### config.mk
export PLATFORM = sky130hd
export DESIGN_NAME = outstanding_request_tracker
export DESIGN_NICKNAME = d
export VERILOG_FILES = /design/src/rtl/ort_pkg.sv /design/src/rtl/ort_ram.sv /design/src/rtl/ort_cmp.sv /design/src/rtl/ort_ctrl.sv /design/src/rtl/outstanding_request_tracker.sv
export SDC_FILE = /design/constraint.sdc
export NUM_CORES = 2
export LEC_CHECK = 0
export BUFFER_PORTS_ARGS = -buffer_cell sky130_fd_sc_hd__buf_4
export CELL_PAD_IN_SITES_DETAIL_PLACEMENT = 0
export CELL_PAD_IN_SITES_GLOBAL_PLACEMENT = 1
export CORE_MARGIN = 2
export CORE_UTILIZATION = 45
export DETAILED_ROUTE_END_ITERATION = 12
export PLACE_DENSITY_LB_ADDON = 0.1
export RECOVER_POWER = 50
export SLEW_MARGIN = 15
export SYNTH_ARGS = -nofsm -noshare
export SYNTH_HDL_FRONTEND = slang
export SYNTH_SLANG_ARGS = --single-unit
export TNS_END_PERCENT = 50
### constraint.sdc
create_clock -name clk -period 10.4 [get_ports clk]
set_input_delay 0 -clock clk [delete_from_list [all_inputs] [get_ports clk]]
set_output_delay 0 -clock clk [all_outputs]
set_load 0.1 [all_outputs]
### src/rtl/ort_pkg.sv
// Shared types, constants and helpers of the outstanding request tracker.
package ort_pkg;

  localparam int SLOTS      = 32;
  localparam int RESULT_CAP = 32;

  localparam int SLOT_W  = $clog2(SLOTS);
  localparam int CNT_W   = $clog2(RESULT_CAP + 1);
  localparam int DRAW_W  = $clog2(SLOTS + 1);
  localparam int SEQ_W   = 16;
  localparam int TIME_W  = 32;
  localparam int TMO_W   = 24;
  localparam int SLOTF_W = 6;
  localparam int ENTRY_W = SEQ_W + TIME_W;

  localparam logic [SLOT_W-1:0] LAST_SLOT = SLOT_W'(SLOTS - 1);
  localparam logic [CNT_W-1:0]  CAP_CNT   = CNT_W'(RESULT_CAP);
  localparam logic [DRAW_W-1:0] MAX_DRAWS = DRAW_W'(SLOTS);
  localparam logic [SEQ_W-1:0]  SEQ_RST   = 16'd1;
  localparam logic [TMO_W-1:0]  TMO_RST   = 24'd5000;

  typedef enum logic [1:0] {
    ACT_CALL  = 2'd0,
    ACT_REPLY = 2'd1,
    ACT_TICK  = 2'd2,
    ACT_NOP   = 2'd3
  } action_t;

  typedef enum logic [2:0] {
    KIND_ACCEPTED = 3'd0,
    KIND_REFUSED  = 3'd1,
    KIND_MATCHED  = 3'd2,
    KIND_IGNORED  = 3'd3,
    KIND_TIMEOUT  = 3'd4
  } kind_t;

  typedef struct packed {
    action_t            action;
    logic [TMO_W-1:0]   timeout;
    logic               frame_is_rpc;
    logic [SEQ_W-1:0]   reply_seqno;
    logic [31:0]        reply_status;
  } req_t;

  typedef struct packed {
    kind_t              kind;
    logic [SEQ_W-1:0]   seqno;
    logic [SLOTF_W-1:0] slot;
    logic [31:0]        status;
    logic               last;
  } rsp_t;

  // compare unit results for the entry under scan
  typedef struct packed {
    logic eq;
    logic expired;
  } cmp_t;

  function automatic logic [SLOTF_W-1:0] slot_field(input logic [SLOT_W-1:0] s);
    logic [SLOTF_W-1:0] r;
    r = '0;
    r[SLOT_W-1:0] = s;
    return r;
  endfunction

endpackage

### src/rtl/ort_ram.sv
// Generic single-write, single-read RAM with registered read data.
module ort_ram #(
  parameter int WIDTH = 8,
  parameter int DEPTH = 32
) (
  input  logic                     clk,
  input  logic                     we,
  input  logic [$clog2(DEPTH)-1:0] waddr,
  input  logic [WIDTH-1:0]         wdata,
  input  logic [$clog2(DEPTH)-1:0] raddr,
  output logic [WIDTH-1:0]         rdata
);

  logic [WIDTH-1:0] mem [DEPTH];

  always_ff @(posedge clk) begin
    if (we) begin
      mem[waddr] <= wdata;
    end
    rdata <= mem[raddr];
  end

endmodule

### src/rtl/ort_cmp.sv
// Shared compare unit: sequence number match and wrapping expiry test.
module ort_cmp (
  input  logic [ort_pkg::SEQ_W-1:0]   key,
  input  logic [ort_pkg::TIME_W-1:0]  now,
  input  logic [ort_pkg::ENTRY_W-1:0] entry,
  output ort_pkg::cmp_t               res
);

  logic [ort_pkg::TIME_W-1:0] diff;

  // expired when (now - expiry) mod 2^32 is below 2^31
  assign diff        = now - entry[ort_pkg::TIME_W-1:0];
  assign res.expired = ~diff[ort_pkg::TIME_W-1];
  assign res.eq      = (entry[ort_pkg::ENTRY_W-1 -: ort_pkg::SEQ_W] == key);

endmodule

### src/rtl/ort_ctrl.sv
// Sequencer: slot scans, busy bits, counters and the result registers.
module ort_ctrl (
  input  logic                        clk,
  input  logic                        rst,
  input  ort_pkg::req_t               req,
  input  logic                        req_valid,
  output logic                        req_ready,
  output ort_pkg::rsp_t               rsp,
  output logic                        rsp_valid,
  input  logic                        rsp_ready,
  input  logic [ort_pkg::TMO_W-1:0]   default_timeout,
  output logic                        ram_we,
  output logic [ort_pkg::SLOT_W-1:0]  ram_waddr,
  output logic [ort_pkg::ENTRY_W-1:0] ram_wdata,
  output logic [ort_pkg::SLOT_W-1:0]  ram_raddr,
  input  logic [ort_pkg::ENTRY_W-1:0] ram_rdata,
  output logic [ort_pkg::SEQ_W-1:0]   cmp_key,
  output logic [ort_pkg::TIME_W-1:0]  cmp_now,
  input  ort_pkg::cmp_t               cmp
);

  typedef enum logic [1:0] {IDLE, PRIME, SCAN, DONE} state_t;

  state_t                      state;
  ort_pkg::action_t            op;
  logic [ort_pkg::SEQ_W-1:0]   key;
  logic [31:0]                 rstatus;
  logic [ort_pkg::TMO_W-1:0]   tmo;
  logic [ort_pkg::SLOT_W-1:0]  idx;
  logic [ort_pkg::SLOT_W-1:0]  found;
  logic                        found_ok;
  logic                        hit;
  logic [ort_pkg::DRAW_W-1:0]  draws;
  logic [ort_pkg::CNT_W-1:0]   cnt;
  logic                        pend_valid;
  ort_pkg::rsp_t               pend;
  logic [ort_pkg::TIME_W-1:0]  now_ticks;
  logic [ort_pkg::SEQ_W-1:0]   next_seq;
  logic [ort_pkg::SLOTS-1:0]   busy;

  logic                        out_free;
  logic                        last_idx;
  logic                        busy_i;
  logic                        exp_now;
  logic                        tick_stall;
  logic                        adv;
  logic [ort_pkg::TMO_W-1:0]   tmo_eff;
  logic [ort_pkg::TIME_W-1:0]  exp_sum;
  logic [ort_pkg::SEQ_W-1:0]   entry_seq;

  assign out_free   = ~rsp_valid | rsp_ready;
  assign last_idx   = (idx == ort_pkg::LAST_SLOT);
  assign busy_i     = busy[idx];
  assign entry_seq  = ram_rdata[ort_pkg::ENTRY_W-1 -: ort_pkg::SEQ_W];
  assign exp_now    = (op == ort_pkg::ACT_TICK) && busy_i && cmp.expired
                      && (cnt < ort_pkg::CAP_CNT);
  // a second expired slot cannot move the held one out while the output is full
  assign tick_stall = exp_now && pend_valid && !out_free;
  assign adv        = (state == SCAN) && !tick_stall;
  assign tmo_eff    = (tmo != '0) ? tmo : default_timeout;
  assign exp_sum    = now_ticks + 32'(tmo_eff);

  // read data always holds the entry of idx while scanning
  always_comb begin
    if (state == SCAN && adv && !last_idx) begin
      ram_raddr = idx + 1'b1;
    end else if (state == SCAN) begin
      ram_raddr = idx;
    end else begin
      ram_raddr = '0;
    end
  end

  assign ram_we    = (state == DONE) && (op == ort_pkg::ACT_CALL) && found_ok && !hit
                     && out_free;
  assign ram_waddr = found;
  assign ram_wdata = {key, exp_sum};
  assign cmp_key   = key;
  assign cmp_now   = now_ticks;
  assign req_ready = (state == IDLE);

  always_ff @(posedge clk) begin
    if (rst) begin
      state      <= IDLE;
      busy       <= '0;
      next_seq   <= ort_pkg::SEQ_RST;
      now_ticks  <= '0;
      rsp_valid  <= 1'b0;
      pend_valid <= 1'b0;
    end else begin
      if (rsp_valid && rsp_ready) begin
        rsp_valid <= 1'b0;
      end
      unique case (state)
        IDLE: begin
          if (req_valid) begin
            op       <= req.action;
            tmo      <= req.timeout;
            rstatus  <= req.reply_status;
            draws    <= '0;
            cnt      <= '0;
            found_ok <= 1'b0;
            hit      <= 1'b0;
            unique case (req.action)
              ort_pkg::ACT_CALL: begin
                key   <= next_seq;
                state <= PRIME;
              end
              ort_pkg::ACT_REPLY: begin
                key   <= req.reply_seqno;
                state <= req.frame_is_rpc ? PRIME : DONE;
              end
              ort_pkg::ACT_TICK: begin
                now_ticks <= now_ticks + 1'b1;
                state     <= PRIME;
              end
              default: state <= IDLE;
            endcase
          end
        end
        PRIME: begin
          idx      <= '0;
          found_ok <= 1'b0;
          hit      <= 1'b0;
          state    <= SCAN;
        end
        SCAN: begin
          unique case (op)
            ort_pkg::ACT_CALL: begin
              if (busy_i && cmp.eq) begin
                hit <= 1'b1;
              end
              if (!busy_i && !found_ok) begin
                found_ok <= 1'b1;
                found    <= idx;
              end
              if (last_idx) begin
                state <= DONE;
              end else begin
                idx <= idx + 1'b1;
              end
            end
            ort_pkg::ACT_REPLY: begin
              if (busy_i && cmp.eq) begin
                found_ok <= 1'b1;
                found    <= idx;
                state    <= DONE;
              end else if (last_idx) begin
                state <= DONE;
              end else begin
                idx <= idx + 1'b1;
              end
            end
            ort_pkg::ACT_TICK: begin
              if (!tick_stall) begin
                if (exp_now) begin
                  busy[idx]  <= 1'b0;
                  cnt        <= cnt + 1'b1;
                  pend_valid <= 1'b1;
                  pend       <= '{kind: ort_pkg::KIND_TIMEOUT, seqno: entry_seq,
                                  slot: ort_pkg::slot_field(idx), status: 32'd0,
                                  last: 1'b0};
                  if (pend_valid) begin
                    rsp       <= pend;
                    rsp_valid <= 1'b1;
                  end
                end
                if (last_idx) begin
                  state <= DONE;
                end else begin
                  idx <= idx + 1'b1;
                end
              end
            end
            default: state <= IDLE;
          endcase
        end
        DONE: begin
          unique case (op)
            ort_pkg::ACT_CALL: begin
              if (!found_ok) begin
                // table full: counter untouched
                if (out_free) begin
                  rsp       <= '{kind: ort_pkg::KIND_REFUSED, seqno: '0, slot: '0,
                                 status: 32'd0, last: 1'b1};
                  rsp_valid <= 1'b1;
                  state     <= IDLE;
                end
              end else if (hit && draws == ort_pkg::MAX_DRAWS) begin
                if (out_free) begin
                  next_seq  <= key + 1'b1;
                  rsp       <= '{kind: ort_pkg::KIND_REFUSED, seqno: '0, slot: '0,
                                 status: 32'd0, last: 1'b1};
                  rsp_valid <= 1'b1;
                  state     <= IDLE;
                end
              end else if (hit) begin
                // number in flight: draw the next one and rescan
                key   <= key + 1'b1;
                draws <= draws + 1'b1;
                state <= PRIME;
              end else if (out_free) begin
                busy[found] <= 1'b1;
                next_seq    <= key + 1'b1;
                rsp         <= '{kind: ort_pkg::KIND_ACCEPTED, seqno: key,
                                 slot: ort_pkg::slot_field(found), status: 32'd0,
                                 last: 1'b1};
                rsp_valid   <= 1'b1;
                state       <= IDLE;
              end
            end
            ort_pkg::ACT_REPLY: begin
              if (out_free) begin
                if (found_ok) begin
                  busy[found] <= 1'b0;
                  rsp         <= '{kind: ort_pkg::KIND_MATCHED, seqno: key,
                                   slot: ort_pkg::slot_field(found), status: rstatus,
                                   last: 1'b1};
                end else begin
                  rsp <= '{kind: ort_pkg::KIND_IGNORED, seqno: key, slot: '0,
                           status: 32'd0, last: 1'b1};
                end
                rsp_valid <= 1'b1;
                state     <= IDLE;
              end
            end
            ort_pkg::ACT_TICK: begin
              if (!pend_valid) begin
                state <= IDLE;
              end else if (out_free) begin
                rsp        <= '{kind: pend.kind, seqno: pend.seqno, slot: pend.slot,
                                status: pend.status, last: 1'b1};
                rsp_valid  <= 1'b1;
                pend_valid <= 1'b0;
                state      <= IDLE;
              end
            end
            default: state <= IDLE;
          endcase
        end
        default: state <= IDLE;
      endcase
    end
  end

endmodule

### src/rtl/outstanding_request_tracker.sv
// Top level of the outstanding request tracker.
//
//   channel  signals                          direction  payload
//   -------  -------------------------------  ---------  -----------------------
//   request  req_valid / req_ready / req      in         call, reply or tick
//   result   rsp_valid / rsp_ready / rsp      out        one result transaction
//   config   cfg_wr_en / cfg_wr_data          in         default_timeout
//
// Every call, RPC reply and tick scans the slot table, one slot per cycle unless
// stalled, through a shared compare unit between PRIME and DONE; an RPC reply stops
// at its match. A call rescans for each number found in flight. A non-RPC reply goes
// straight to DONE; idle takes the next request and drops an unused action.
// Reset is synchronous; no clearing pass (RAM data only counts for busy slots). A full
// result register stalls a tick scan at a second expired slot, or holds DONE.
module outstanding_request_tracker (
  input  logic                      clk,
  input  logic                      rst,
  input  logic                      req_valid,
  output logic                      req_ready,
  input  ort_pkg::req_t             req,
  output logic                      rsp_valid,
  input  logic                      rsp_ready,
  output ort_pkg::rsp_t             rsp,
  input  logic                      cfg_wr_en,
  input  logic [ort_pkg::TMO_W-1:0] cfg_wr_data
);

  // configuration register: timeout used when a call gives zero
  logic [ort_pkg::TMO_W-1:0]   default_timeout;

  // entry RAM: {seqno, expiry} per slot
  logic                        ram_we;
  logic [ort_pkg::SLOT_W-1:0]  ram_waddr;
  logic [ort_pkg::ENTRY_W-1:0] ram_wdata;
  logic [ort_pkg::SLOT_W-1:0]  ram_raddr;
  logic [ort_pkg::ENTRY_W-1:0] ram_rdata;

  // shared compare unit
  logic [ort_pkg::SEQ_W-1:0]   cmp_key;
  logic [ort_pkg::TIME_W-1:0]  cmp_now;
  ort_pkg::cmp_t               cmp;

  always_ff @(posedge clk) begin
    if (rst) begin
      default_timeout <= ort_pkg::TMO_RST;
    end else if (cfg_wr_en) begin
      default_timeout <= cfg_wr_data;
    end
  end

  ort_ram #(
    .WIDTH (ort_pkg::ENTRY_W),
    .DEPTH (ort_pkg::SLOTS)
  ) u_ram (
    .clk   (clk),
    .we    (ram_we),
    .waddr (ram_waddr),
    .wdata (ram_wdata),
    .raddr (ram_raddr),
    .rdata (ram_rdata)
  );

  // match on sequence number, expiry test against the current tick count
  ort_cmp u_cmp (
    .key   (cmp_key),
    .now   (cmp_now),
    .entry (ram_rdata),
    .res   (cmp)
  );

  ort_ctrl u_ctrl (
    .clk             (clk),
    .rst             (rst),
    .req             (req),
    .req_valid       (req_valid),
    .req_ready       (req_ready),
    .rsp             (rsp),
    .rsp_valid       (rsp_valid),
    .rsp_ready       (rsp_ready),
    .default_timeout (default_timeout),
    .ram_we          (ram_we),
    .ram_waddr       (ram_waddr),
    .ram_wdata       (ram_wdata),
    .ram_raddr       (ram_raddr),
    .ram_rdata       (ram_rdata),
    .cmp_key         (cmp_key),
    .cmp_now         (cmp_now),
    .cmp             (cmp)
  );

endmodule
# After elaboration in Yosys (flattened, before gate mapping)
# Memory sizes are Yosys's and may differ from the RTL's. A register that Yosys moved wholly into a read port is not among the register bits.
# Cells that the tools add are included.
# word_totals
n_memories	1
input_bits	104
word_cells	246
ram_bits	1536
register_bits	285
out_inout_bits	60
# op_classes
muxes	105
add_sub_neg	7
n_bitwise	10
n_lt_le_gt_ge	5
n_reduce_logical	50
eq_ne	44
# memory_table
memory	depth	width	read_ports	rd_clocked_by_memory_dff	wr	line_no	text
u_ram.mem	32	48	1	1	1	ort_ram.sv:14	logic [WIDTH-1:0] mem [DEPTH];
# ops
op	count
two-way mux 58 bit	12
two-way mux 32 bit	9
case mux 58 bit (3 select lines)	1
two-way mux 16 bit	8
case mux 32 bit (2 select lines)	2
case mux 58 bit (2 select lines)	1
AND 32 bit	2
NOT 32 bit	2
case mux 16 bit (2 select lines)	2
two-way mux 56 bit	1
two-way mux 6 bit	8
two-way mux 5 bit	7
adder 32 x 1 -> 32 bit, second input constant	1
adder 32 x 24 -> 32 bit	1
bitwise OR 32 bit	1
subtractor 32 bit	1
two-way mux 1 bit	25
AND reduction 5 bit	5
two-way mux 24 bit	1
!= test 3 bit, second input constant	8
case mux 6 bit (2 select lines)	2
nonzero test 24 bit	1
two-way mux 2 bit	10
case mux 5 bit (2 select lines)	2
41 further kinds	108

# Longest topological paths before layout
# depth
ltp_word	12
depth_mapped	17
ltp_nobuf	17

# Modules after synthesis
# A second synthesis with hierarchy kept.
# unflattened
cells_unflattened	4906
hier_area_um2	76365.7
# modules_own_cells
module	area_per_inst_um2	cells_per_inst	n_inst	seq_area_each_um2
ort_ram	60724.5	3364	1	47085.2
ort_ctrl	13805.7	1332	1	6996.7
ort_cmp	954.7	133	1	0.0
outstanding_request_tracker	880.8	77	1	480.5

# Worst setup path before layout
# No wires, ideal clock.
# synth_timing
kind	flip-flop to flip-flop
start	register u_ctrl.rsp_valid
end	memory u_ram.mem[1][0] (netlist bit), enable pin
arrival_time_ns	5.114
path_buffers	3
setup_slack_ns	4.773
t_required_ns	9.887
synth_period_minus_slack_ns	5.627
setup_time_ns	0.513
path_stages_with_launch	7
cell_sequence	dfxtp_1 nor2b_1 clkbuf_1 or3_1 clkbuf_1 clkbuf_1 nor3_1
# synth_via
elab_chain_cells	5
# synth_lines
element	line_no	text
start, declared	ort_ctrl.sv:9	output logic rsp_valid,
start signal, assigned	ort_ctrl.sv:88	rsp_valid <= 1'b0;
start signal, assigned	ort_ctrl.sv:92	rsp_valid <= 1'b0;
start signal, assigned	ort_ctrl.sv:165	rsp_valid <= 1'b1;
NOT 1 bit	ort_ctrl.sv:51	assign out_free = ~rsp_valid | rsp_ready;
bitwise OR 1 bit	ort_ctrl.sv:51	
logical AND 1 bit	ort_ctrl.sv:75	&& out_free;
two-way mux 1 bit	ort_ram.sv:17	if (we) begin
two-way mux 1 bit (implied by the code)	ort_ram.sv:18	mem[waddr] <= wdata;
end, declared	ort_ram.sv:14	
# Every way passes these cells.

# Worst setup path after layout
# layout_timing
start	register u_ctrl.state[1]
end	memory u_ram.mem[18][34] (netlist bit), enable pin
# layout_via
elab_chain_cells	7
# layout_lines
element	line_no	text
start, declared	ort_ctrl.sv:24	state_t state;
start signal, assigned	ort_ctrl.sv:111	state <= req.frame_is_rpc ? PRIME : DONE;
== test 2 bit	ort_ctrl.sv:74	assign ram_we = (state == DONE) && (op == ort_pkg::ACT_CALL) && found_ok && !hit
logical AND 1 bit (3 in a row)	ort_ctrl.sv:74	
logical AND 1 bit	ort_ctrl.sv:75	
two-way mux 1 bit	ort_ram.sv:17	
two-way mux 1 bit (implied by the code)	ort_ram.sv:18	
# Every way passes these cells.

==> metrics.yaml <==
r2r_start: "u_ctrl.state[1]"
grt_usage_pct: 29.1
hold_buffers: 215
cts_tree: "built"
slowest_delay_ps: 2410
grt_max_degree: 196
synthesis.nets: 6372
p_leak_nw: 29.4
rows: 155
area_growth_pct: 14.7
hold_viol_final: 0
timing.final.ws_setup_ps: 2910
gp_congestion: 0.807
viasPerCell: 6.38
root_buffer: "clkbuf_16"
end_kind: "flip-flop"
synthCells: 6195
die-area_sq_um: 183000
maxSlewHeadroom_pct: -178
synth_area_sq_um: 80600
drv_cap: 71
clk_pin_slew_ps: 60
fin_skew_ps: 30.8
peakVddDrop_mv: 0.155
grt.overflow.total: 0
crit_path_start: "u_ctrl.state[1]"
critPathSlowestCell: "clkbuf_1"
wl_mm: 271
vias: 56800
drive_above_1_share_pct: 8.63
synthDistinctLibCells: 75
hold_start: "req[35]"
io_pins: 164
critPathMostFrequentCell: "clkbuf_1"
worst_pin_slew_ps: 4180
grt_first_pass_wirelength_mm: 389
grt_pass1_vias: 54700
setup_viol_count_final: 0
post_drt_wl_per_cell_um: 30.4
finalPower_mw: 16.7
first_iter_violations: 6397
start_util_pct: 45.2
ys_ff_latch: 1869
synth-seq-area-share_pct: 67.7
synth-edff-count: 1713
cts_buffers: 200
antenna_found_initial: 7
detail-route-antenna-nets: 0
startpoint_type: "flip-flop"
io_buffers: 163
period_needed_ps: 7490
rrSetupSlack_ps: 2910
critPathMaxFanout: 62
die_w_um: 427
fin_nets: 6536
cts_setup_buffers: 0
ys_warn_count: 0
synth.avg_cell_area_sq_um: 13.0
insertion_delay_ps: 850
failed_checks: "capacitance limit, slew limit"
cts_repair_resize_count: 0
place_ws_ps: 3200
final-max-slew-violation-count: 2130
core_sq_um: 178000
dp.cells: 8296
hold_class: "in -> reg"
clock-sinks: 1869
status: "complete, but fails checks"
final-instance-count-excl-fill: 8891
drcViolationCount: 0
critPathRequiredTime_ps: 10870
p_per_area_nw_per_um2: 180
clock_path_buffers: 3
htree_levels: 4
hpwl_mm: 133
rsz0062_at_grt: "no"
max_freq_mhz: 134
synth_ff_type: "edfxtp_1"
first_pass_iters: 6
path_class: "reg -> reg"
crit_arrival_ps: 7960
layout_worst_path_cycle_share_pct: 72.0
async_reset_ff_share_pct: 0
path_cells: "ha_1 -> nand3_1 -> or3_1 -> clkbuf_1 -> nor3_2 -> clkbuf_1 -> buf_4"
die_h_um: 427
finalSetupTns_ps: 0
-- registers in the layout (all words and copies together), names as in the netlist, 16 cells and up, named ones only --
register         count
default_timeout     24
u_ctrl.cmp_key      16
u_ctrl.cmp_now      32
u_ctrl.next_seq     16
u_ctrl.pend         21
u_ctrl.rsp          58
u_ctrl.rstatus      32
u_ctrl.tmo          24
u_ram.mem         1536
u_ram.rdata         48
-- cells in the final DEF, fill, tap and decap left out, types with 156 or more instances in the layout --
cell type	instances
a21o_1	179
mux2i_1	224
o21ai_0	454
clkbuf_1	191
o31ai_1	238
clkbuf_16	201
nand4_1	306
edfxtp_1	1713
dlygate4sd3_1	215
nor3_1	467
dfxtp_1	156
a21oi_1	471
-- cells by family after synthesis --
| group | count (synthesis) | share of synthesized area [%] |
|---|---|---|
| AO/OA/AOI/OAI | 1874 | 14.9 |
| multiplexers | 224 | 2.78 |
| buffers and inverters | 742 | 3.77 |
| AND/OR/NAND/NOR | 1313 | 8.61 |
| flip-flops | 1869 | 67.7 |
| adder cells (fa/ha/maj) | 73 | 1.14 |
| XOR/XNOR | 100 | 1.09 |
-- metrics by stage --
stage	instance area [sq um]	utilization, %	hold slack (ps)
floorplan	80600	-	98.9
global placement	84400	47.4	179
detailed placement	84400	47.4	179
CTS	93000	52.2	28.1
global route	92400	51.8	86.3
finish	92400	51.9	97.5
-- synthesized netlist by cell type (all sizes together) (4+ instances only) --
library cell  instances  area share (%)
o22ai                54            0.42
nand2               123            0.58
a21o                180             1.7
nor2                153            0.71
nor2b                53            0.41
a41oi                96             1.0
or3                  11           0.085
a211oi               16            0.15
a32oi                 6           0.065
o21a                  6           0.056
nand3b                6           0.056
o21bai                6           0.056
nor3b                 7           0.071
a221o                 9            0.11
dfxtp               156             3.9
inv                 142            0.66
a2111oi               4           0.061
xnor2                46            0.50
and4                  8           0.087
clkinv                5           0.023
and2                 15            0.12
a22o                 27            0.29
a31oi                54            0.42
a22oi                61            0.57
nand2b               15            0.12
o31ai               238             2.2
and3                 23            0.18
o211ai                6           0.056
clkbuf              383             1.8
or2                   5           0.039
nor3                477             3.0
o21ai               467             2.9
xor2                 54            0.59
nor4                 57            0.45
o221ai               99             1.1
a21boi                5           0.051
o2111ai              49            0.53
a21oi               474             3.0
mux2i               224             2.8
nand3                49            0.31
edfxtp             1713              64
buf                 212             1.3
ha                   72             1.1
nand4               306             2.4
-- report_power, final --
group | internal [mW] | switching (mW) | total (mW) | leakage, nW
registers | 8.32 | 0.0806 | 8.40 | 16.2
clock network | 3.96 | 3.03 | 6.99 | 3.11
logic | 0.392 | 0.895 | 1.29 | 10.1
-- path summary, 6_finish.rpt --
path | end | cells past startpoint
max | u_ram.mem[18][34] | 7
min | u_ctrl.cmp_key[3] | 4
max reg2reg | u_ram.mem[18][34] | 7
min reg2reg | u_ctrl.pend[50] | 0
-- worst max-delay path: cells and delay by family, from the launching register on --
kind,cells,cell delay (ps)
flip-flops,1,380
adder cells (fa/ha/maj),1,1680
buffers and inverters,3,3870
AND/OR/NAND/NOR,3,1090
-- per-layer routing --
| metal | global-route usage [%] | routed length, um | up-vias |
|---|---|---|---|
| met4 | 10.0 | 10100 | 0 |
| met2 | 46.9 | 127000 | 2403 |
| met1 | 40.4 | 115000 | 29100 |
| li1 | - | - | 24800 |
| met3 | 3.97 | 18300 | 474 |
| met5 | 0 | 0 | - |
-- layout make-up --
cell class              count  area (sq um)
fillers                 15100         85800
flip-flops and latches   1869         54600
multi-input cells        3584         23600
clock buffers             272          5430
repair buffers            557          4400
well taps                2355          2950
clock inverters           105           926
inverters                 147           552
diodes                      2          5.00
No activity file was read; power rests on OpenSTA's default activity.
